**config.mk**
```make
export PLATFORM = sky130hd
export DESIGN_NAME = lr_walker
export DESIGN_NICKNAME = d
export VERILOG_FILES = /design/src/rtl/core/lr_pkg.sv /design/src/rtl/core/lr_walker.sv
export SDC_FILE = /design/constraint.sdc
export NUM_CORES = 1
export LEC_CHECK = 0
export BUFFER_PORTS_ARGS = -buffer_cell sky130_fd_sc_hd__buf_2
export CAP_MARGIN = 20
export CORE_ASPECT_RATIO = 1.1
export CORE_MARGIN = 4
export CORE_UTILIZATION = 49
export CTS_CLUSTER_SIZE = 16
export DETAILED_ROUTE_END_ITERATION = 10
export PLACE_DENSITY = 0.69
export SLEW_MARGIN = 20
export SYNTH_ARGS = -nofsm -noshare
export SYNTH_HDL_FRONTEND = slang
export SYNTH_SLANG_ARGS = --single-unit
```
**constraint.sdc**
```tcl
create_clock -name clk -period 9.1 [get_ports clk]
set_input_delay 0.455 -clock clk [delete_from_list [all_inputs] [get_ports clk]]
set_output_delay 0.455 -clock clk [all_outputs]
set_load 0.01 [all_outputs]
```
**src/rtl/core/lr_pkg.sv**
```systemverilog
// shared types and constants for the line rasterizer
`default_nettype none

package lr_pkg;

  localparam int FIELD_BITS   = 16;
  localparam int COLOR_BITS   = 8;
  localparam int REG_IDX_BITS = 1;

  localparam logic [FIELD_BITS-1:0] FRAME_WIDTH_RESET  = 16'd640;
  localparam logic [FIELD_BITS-1:0] FRAME_HEIGHT_RESET = 16'd480;

  // register indexes on the config port
  localparam logic [REG_IDX_BITS-1:0] REG_FRAME_WIDTH  = 1'b0;
  localparam logic [REG_IDX_BITS-1:0] REG_FRAME_HEIGHT = 1'b1;

  // item kinds
  localparam logic KIND_START = 1'b0;
  localparam logic KIND_TICK  = 1'b1;

  typedef enum logic [1:0] {
    MODE_STEEP_UP     = 2'd0,
    MODE_STEEP_DOWN   = 2'd1,
    MODE_SHALLOW_UP   = 2'd2,
    MODE_SHALLOW_DOWN = 2'd3
  } mode_t;

  typedef struct packed {
    logic                  kind;
    logic [FIELD_BITS-1:0] x_first;
    logic [FIELD_BITS-1:0] x_second;
    logic [FIELD_BITS-1:0] y_first;
    logic [FIELD_BITS-1:0] y_second;
    logic [COLOR_BITS-1:0] red_in;
    logic [COLOR_BITS-1:0] green_in;
    logic [COLOR_BITS-1:0] blue_in;
  } item_t;

  typedef struct packed {
    logic                  pixel_valid;
    logic [FIELD_BITS-1:0] pixel_x;
    logic [FIELD_BITS-1:0] pixel_y;
    logic [COLOR_BITS-1:0] red_out;
    logic [COLOR_BITS-1:0] green_out;
    logic [COLOR_BITS-1:0] blue_out;
    logic                  last_pixel;
  } result_t;

  typedef struct packed {
    logic [REG_IDX_BITS-1:0] index;
    logic [FIELD_BITS-1:0]   value;
  } cfg_t;

  typedef struct packed {
    logic [FIELD_BITS-1:0] width;
    logic [FIELD_BITS-1:0] height;
  } frame_t;

endpackage

`default_nettype wire

```
**src/rtl/core/lr_walker.sv**
```systemverilog
// line state and combinational step logic
`default_nettype none

module lr_walker #(
  parameter int COORD_BITS = 16
) (
  input  wire logic          clk,
  input  wire logic          rst,
  input  wire logic          fire,
  input  lr_pkg::item_t      item,
  input  lr_pkg::frame_t     frame,
  output lr_pkg::result_t    res
);

  import lr_pkg::*;

  localparam int CB = COORD_BITS;
  localparam int DB = COORD_BITS + 2;  // endpoint deltas
  localparam int EB = COORD_BITS + 4;  // error term and its candidates

  // line state
  logic                  active;
  logic [CB-1:0]         cur_x;
  logic [CB-1:0]         cur_y;
  logic [CB-1:0]         tgt_x;
  logic [CB-1:0]         tgt_y;
  mode_t                 mode;
  logic [3*COLOR_BITS-1:0] color;
  logic signed [DB-1:0]  dx;
  logic signed [DB-1:0]  dy;
  logic signed [EB-1:0]  err;

  // start path
  logic [CB-1:0]         xa, xb, ya, yb;
  logic [CB-1:0]         ox, oy, tx, ty;
  logic signed [DB-1:0]  sdx, sdy;
  mode_t                 smode;
  logic                  s_more;

  // step path
  logic signed [EB-1:0]  dxe, dye;
  logic signed [EB-1:0]  base, alt;
  logic                  take;
  logic [CB-1:0]         nx, ny;
  logic signed [EB-1:0]  err_next;
  logic                  n_more;

  function automatic logic [EB-1:0] mag(input logic signed [EB-1:0] v);
    mag = v[EB-1] ? unsigned'(-v) : unsigned'(v);
  endfunction

  function automatic logic may_go(input logic [CB-1:0] x, input logic [CB-1:0] y,
                                  input logic [CB-1:0] ex, input logic [CB-1:0] ey,
                                  input mode_t m, input frame_t f);
    logic in_frame;
    in_frame = (FIELD_BITS'(x) < f.width) && (FIELD_BITS'(y) < f.height);
    case (m)
      MODE_STEEP_UP:   may_go = in_frame && (y < ey);
      MODE_STEEP_DOWN: may_go = in_frame && (y > ey);
      default:         may_go = in_frame && ((x < ex) || (y < ey));
    endcase
  endfunction

  always_comb begin
    xa = item.x_first[CB-1:0];
    xb = item.x_second[CB-1:0];
    ya = item.y_first[CB-1:0];
    yb = item.y_second[CB-1:0];
    if (xa > xb) begin
      ox = xb; oy = yb; tx = xa; ty = ya;
    end else begin
      ox = xa; oy = ya; tx = xb; ty = yb;
    end
    sdx = signed'({2'b00, tx}) - signed'({2'b00, ox});
    sdy = signed'({2'b00, ty}) - signed'({2'b00, oy});
    if (sdx <= sdy) begin
      smode = MODE_STEEP_UP;
    end else if (!sdy[DB-1]) begin
      smode = MODE_SHALLOW_UP;
    end else if (sdx < -sdy) begin
      smode = MODE_STEEP_DOWN;
    end else begin
      smode = MODE_SHALLOW_DOWN;
    end
    s_more = may_go(ox, oy, tx, ty, smode, frame);
  end

  // err holds u*dy - v*dx for the current pixel, kept up incrementally
  assign dxe = EB'(dx);
  assign dye = EB'(dy);

  always_comb begin
    nx = cur_x;
    ny = cur_y;
    case (mode)
      MODE_STEEP_UP: begin
        base = err - dxe;
        alt  = base + dye;
        take = !(mag(base) < mag(alt));
        ny   = cur_y + 1'b1;
        if (take) nx = cur_x + 1'b1;
      end
      MODE_STEEP_DOWN: begin
        base = err + dxe;
        alt  = base + dye;
        take = !(mag(base) < mag(alt));
        ny   = cur_y - 1'b1;
        if (take) nx = cur_x + 1'b1;
      end
      MODE_SHALLOW_UP: begin
        base = err + dye;
        alt  = base - dxe;
        take = mag(alt) < mag(base);
        nx   = cur_x + 1'b1;
        if (take) ny = cur_y + 1'b1;
      end
      default: begin
        base = err + dye;
        alt  = base + dxe;
        take = mag(alt) < mag(base);
        nx   = cur_x + 1'b1;
        if (take) ny = cur_y - 1'b1;
      end
    endcase
    err_next = take ? alt : base;
    n_more   = may_go(nx, ny, tgt_x, tgt_y, mode, frame);
  end

  always_comb begin
    if (item.kind == KIND_START) begin
      res.pixel_valid = 1'b1;
      res.pixel_x     = FIELD_BITS'(ox);
      res.pixel_y     = FIELD_BITS'(oy);
      res.red_out     = item.red_in;
      res.green_out   = item.green_in;
      res.blue_out    = item.blue_in;
      res.last_pixel  = !s_more;
    end else if (active) begin
      res.pixel_valid = 1'b1;
      res.pixel_x     = FIELD_BITS'(nx);
      res.pixel_y     = FIELD_BITS'(ny);
      res.red_out     = color[3*COLOR_BITS-1:2*COLOR_BITS];
      res.green_out   = color[2*COLOR_BITS-1:COLOR_BITS];
      res.blue_out    = color[COLOR_BITS-1:0];
      res.last_pixel  = !n_more;
    end else begin
      res = '0;
    end
  end

  always_ff @(posedge clk) begin
    if (rst) begin
      active <= 1'b0;
    end else if (fire) begin
      if (item.kind == KIND_START) begin
        active <= s_more;
      end else if (active) begin
        active <= n_more;
      end
    end
  end

  always_ff @(posedge clk) begin
    if (fire) begin
      if (item.kind == KIND_START) begin
        cur_x <= ox;
        cur_y <= oy;
        tgt_x <= tx;
        tgt_y <= ty;
        dx    <= sdx;
        dy    <= sdy;
        mode  <= smode;
        color <= {item.red_in, item.green_in, item.blue_in};
        err   <= '0;
      end else if (active) begin
        cur_x <= nx;
        cur_y <= ny;
        err   <= err_next;
      end
    end
  end

  a_last_goes_idle: assert property (@(posedge clk) disable iff (rst)
    fire && res.pixel_valid && res.last_pixel |=> !active)
    else $error("line still active after last pixel");

  a_steep_up_below_target: assert property (@(posedge clk) disable iff (rst)
    active && (mode == MODE_STEEP_UP) |-> cur_y < tgt_y)
    else $error("steep up line active at or past target row");

  a_start_clears_error: assert property (@(posedge clk) disable iff (rst)
    fire && (item.kind == KIND_START) |=> err == '0)
    else $error("error term not cleared on line start");

  a_idle_tick_empty: assert property (@(posedge clk) disable iff (rst)
    !active && (item.kind == KIND_TICK) |-> res == '0)
    else $error("tick while idle produced a pixel");

endmodule

`default_nettype wire

```
**Yosys cells after proc, flatten, opt, wreduce, memory -nomap -nowiden**

Index checks and enable logic that the tools add are counted.

- Multiplexer cells: 35
- Shift operators: 0
- Divide/modulo/power cells: 0
- Reductions and logical operators: 18
- $add $sub $neg: 20
- Magnitude comparators: 17
- Multiply operators: 0
- Equality and inequality tests: 4
- Bitwise operators: 1

Operators with widths:

| operator | number |
|---|---|
| 16-bit two-way mux | 12 |
| 20-bit two-way mux | 9 |
| 20-bit negation | 7 |
| 16-bit less-than comparator | 8 |
| 58-bit two-way mux | 2 |
| 20-bit by 17-bit adder with 20-bit output | 5 |
| 20-bit less-than comparator | 4 |
| 20-bit case mux with 3 select lines | 1 |
| 16-bit greater-than comparator | 3 |
| 16-bit case mux with 3 select lines | 1 |
| 20-bit case mux with 2 select lines | 1 |
| 20-bit by 17-bit subtractor with 20-bit output | 2 |
| 16-bit by 16-bit subtractor with 17-bit output | 2 |
| 16-bit by 1-bit adder with 16-bit output, second input constant | 2 |
| 16-bit case mux with 2 select lines | 1 |
| 17-bit by 18-bit less-than comparator with 1-bit output | 1 |
| 17-bit negation with 18-bit output | 1 |
| 17-bit less-or-equal comparator | 1 |
| 16-bit by 1-bit subtractor with 16-bit output, second input constant | 1 |
| 1-bit logical AND | 8 |
| 2-bit two-way mux | 3 |
| 2-bit by 1-bit equality test with 1-bit output, second input constant | 2 |
| 1-bit zero test | 4 |
| 2-bit zero test | 2 |
| other kinds (8) | 12 |

- Logic and storage cells: 105
- ROM bits: 0
- Memories kept: 0
- Register bits after elaboration: 145
- RAM bits: 0
- Latch bits: 0
- Bits of input ports: 124

**Logic depth before layout (Yosys ltp)**

- Word-level depth: 14
- Depth in mapped cells: 52
- Gate-level depth less buffers: 50

**Worst setup path before layout**

No wires, ideal clock.

- Path kind: flip-flop to output port
- Start point: register dx[0]
- End point: output port res[0] (netlist bit)
- Path buffers: 2
- Required time: 8.645 ns
- Data arrival time: 9.118 ns
- Path slack: -0.473 ns
- Cell stages (with the launch flop): 53
- Cell sequence: edfxtp_1 > ha_1 > inv_1 > fa_1 > o21bai_1 > a21oi_1 > nor2_1 > o21ba_2 > nor2_1 > o21ai_0 > a21oi_1 > xnor2_1 > inv_1 > ha_1 > clkbuf_1 > a21o_1 > a21o_1 > a21oi_1 > (+17 left out) > nor3_2 > nor4_1 > nand2_1 > xor2_1 > inv_1 > ha_1 > a21o_1 > a21oi_1 > nor2b_1 > o21ai_0 > nand2b_1 > a21oi_1 > nor2_1 > a2111oi_0 > o21ai_0 > or3_1 > o21ai_0 > a32oi_1

RTL lines:

| element | RTL line | RTL |
|---|---|---|
| start: declaration | lr_walker.sv:29 | `logic signed [DB-1:0] dx;` |
| start signal: assignment | lr_walker.sv:170 | `dx <= sdx;` |
| end: declaration | lr_walker.sv:12 | `output lr_pkg::result_t res` |

==> results.toml <==
[global_route]
grtUsageMet3_pct = 6.40
antenna_found_initial = 12
grt_pass1_wl_um = 155000
grt_pass1_vias = 28300
use_met1_pct = 40.7
grt.busiest_layer = "met2"
grt-ovfl-total = 0
use_met2_pct = 64.0
grtUsageTotal_pct = 36.4
grt_max_degree = 74

[floorplan]
dieArea_um2 = 54300
ios = 182
core_um2 = 50100
rows = 86
initial_core_util_pct = 49.5
fp.dieH_um = 244
die_x_um = 223

[critical_path]
cp_slowest_cell = "edfxtp_1"
crit_type = "reg2out"
arrival_ps = 9740
crit_fanout = 6
crit_required_ps = 8650
cpMostUsedCell = "a21o_1"
cp-end-kind = "output pin"
max_stage_delay_ps = 430
cp-start-kind = "register"

[timing]
slew_headroom_pct = 20.6
hold_viol_final = 0
max_freq_mhz = 98.0
worst_slack_ps = -1100
fin_setup_tns_ps = -1340
skew_ps = 14.8
layout_min_cycle_time_ps = 10200
period_share_pct = 112
finalSetupViolCount = 2
finalMaxSlewViolations = 0
tightest_slew_ps = 1180
rsz0062_at_grt = "true"

[synthesis]
synth_fp_nets = 3592
netlist_area_um2 = 24800
netlist_top_cells_count = "ha_1, nand2_1, inv_1, xnor2_1, a21oi_1"
synth_most_common_cell = "ha_1"
ys_seq_area_share_pct = 17.5
synth_top_area_share_pct = 18.4
async_reset_ff_share_pct = 0
yosys_warnings = 0
synth-edff-count = 144
synth_cell_types = 112
yosys_most_used_dff = "edfxtp_1"
ys_ff_latch = 145
synth_top_area_cell = "ha_1"
synthesis.instances = 3096
syn_avg_cell_area_um2 = 8.02
yosys-top-cells-area = "ha_1, edfxtp_1, xnor2_1"

[routing]
route.detailed.drc = 0
wirelength_um = 103000
antenna_left = 0
drtPass1Iterations = 6
wl_per_cell_um = 22.3
viasPerCell = 5.97
drt_iter0_drc = 2352
via_count = 27600

[run_status]
status = "finished with violations"
violations = "negative setup slack"

[layout]
n_fill_cell = 4198
drive_above_1_share_pct = 32.1
area_growth_pct = 37.0
multi_input_area_um2 = 20600
nets = 4439
seq_area_um2 = 4340

[place]
io_buffers = 181
hpwl_um = 83300
gp_congestion = 1.03
place_ws_ps = -1550

[cts]
clock-root-buffer = "clkbuf_16"
ctsHoldBuffers = 0
clk_pin_slew_ps = 70
cts_tree = "yes"
h-tree-depth = 4
cts_buffers = 17
cts.path.max_buffers = 2
clock_latency_ps = 480
cts.sinks = 145

[worst_hold_path]
hold_path.class = "in2reg"

[run]
cap_violations = 0
worst paths after layout:
path	startpoint	end	slack, ps	cells past startpoint
setup / recovery	err[0]	res[0]	-1100	51
hold / removal	item[15]	color[15]	170	1
setup reg to reg	err[0]	active	-240	50
hold reg to reg	cur_x[15]	cur_x[15]	880	3
logic make-up (layout without fill, tap and decap cells):
kind of cell / after synthesis / in the layout / share of synthesized area (%)
xor+xnor: 325 / 325 / 11.6
flops: 145 / 145 / 17.5
mux: 79 / 79 / 3.89
other cells: 0 / 10 / 0
fa+ha+maj: 381 / 381 / 19.3
compound gates: 848 / 849 / 22.4
buf+inv: 356 / 1215 / 5.61
simple gates: 962 / 962 / 19.7
final cells by class:
type,count,area share [%]
Multi-Input combinational cell,2596,60.5
Timing Repair Buffer,926,19.7
Sequential cell,145,12.8
Inverter,257,2.84
Tap cell,660,2.43
Clock buffer,18,1.26
Clock inverter,14,0.427
Antenna cell,10,0.0736
per-layer routing:
metal  wire length, µm  part of all wire, %  up-vias
li1                  -                    -    13000
met1             38700                   38    13200
met2             50000                   49     1078
met3              6700                  6.5      367
met4              7700                  7.5        6
met5                39                0.038        -
metrics by stage:
step	instance area, µm²	instances	hold slack, ps	util (%)
after detailed placement	31200	4496	650	62.2
after global placement	31200	4496	648	62.2
after floorplan	24900	3096	553	-
final	34000	4626	173	67.8
after global routing	34000	4619	151	67.8
after CTS	33400	4591	152	66.6
flip-flops by register name, indices dropped and copies added, names as in the netlist:
register  cells
err          20
color        24
cur_x        16
dx           17
tgt_x        16
cur_y        16
dy           17
mode          2
tgt_y        16
active        1
critical path: cells and delay by family (launching register included):
family          cells  cell delay (ps)
compound gates     25             4280
fa+ha+maj           5             1530
buf+inv             9             1430
simple gates        7              790
xor+xnor            4              610
flops               1              430
mux                 1              170
layout by cell type (no fill, tap or decap), drive strengths merged, types with 14 or more instances in the layout:
master and n:
o21bai 31, a22o 25, and3 30, nand2b 52, or3 21, inv 262
nor4 25, nand2 266, and2 58, nand4 42, mux2 24, xor2 92
o21a 37, ha 365, a21oi 231, o31ai 30, nor2b 65, o21ai 191
clkbuf 18, a21o 76, a21boi 14, nor2 204, edfxtp 144, nor3 76
a31oi 34, a211oi 30, buf 925, nand3 59, o211ai 22, xnor2 233
mux2i 44
repair_timing:
item,4_1_cts,5_1_grt
gates resized for setup,240,81
pin swaps,156,88
endpoints found under the setup margin,14,5
cloned,2,0
setup buffers,67,25
Power is not shown: default switching activity piles up to over one toggle a cycle in this logic, so the estimate is an artifact.
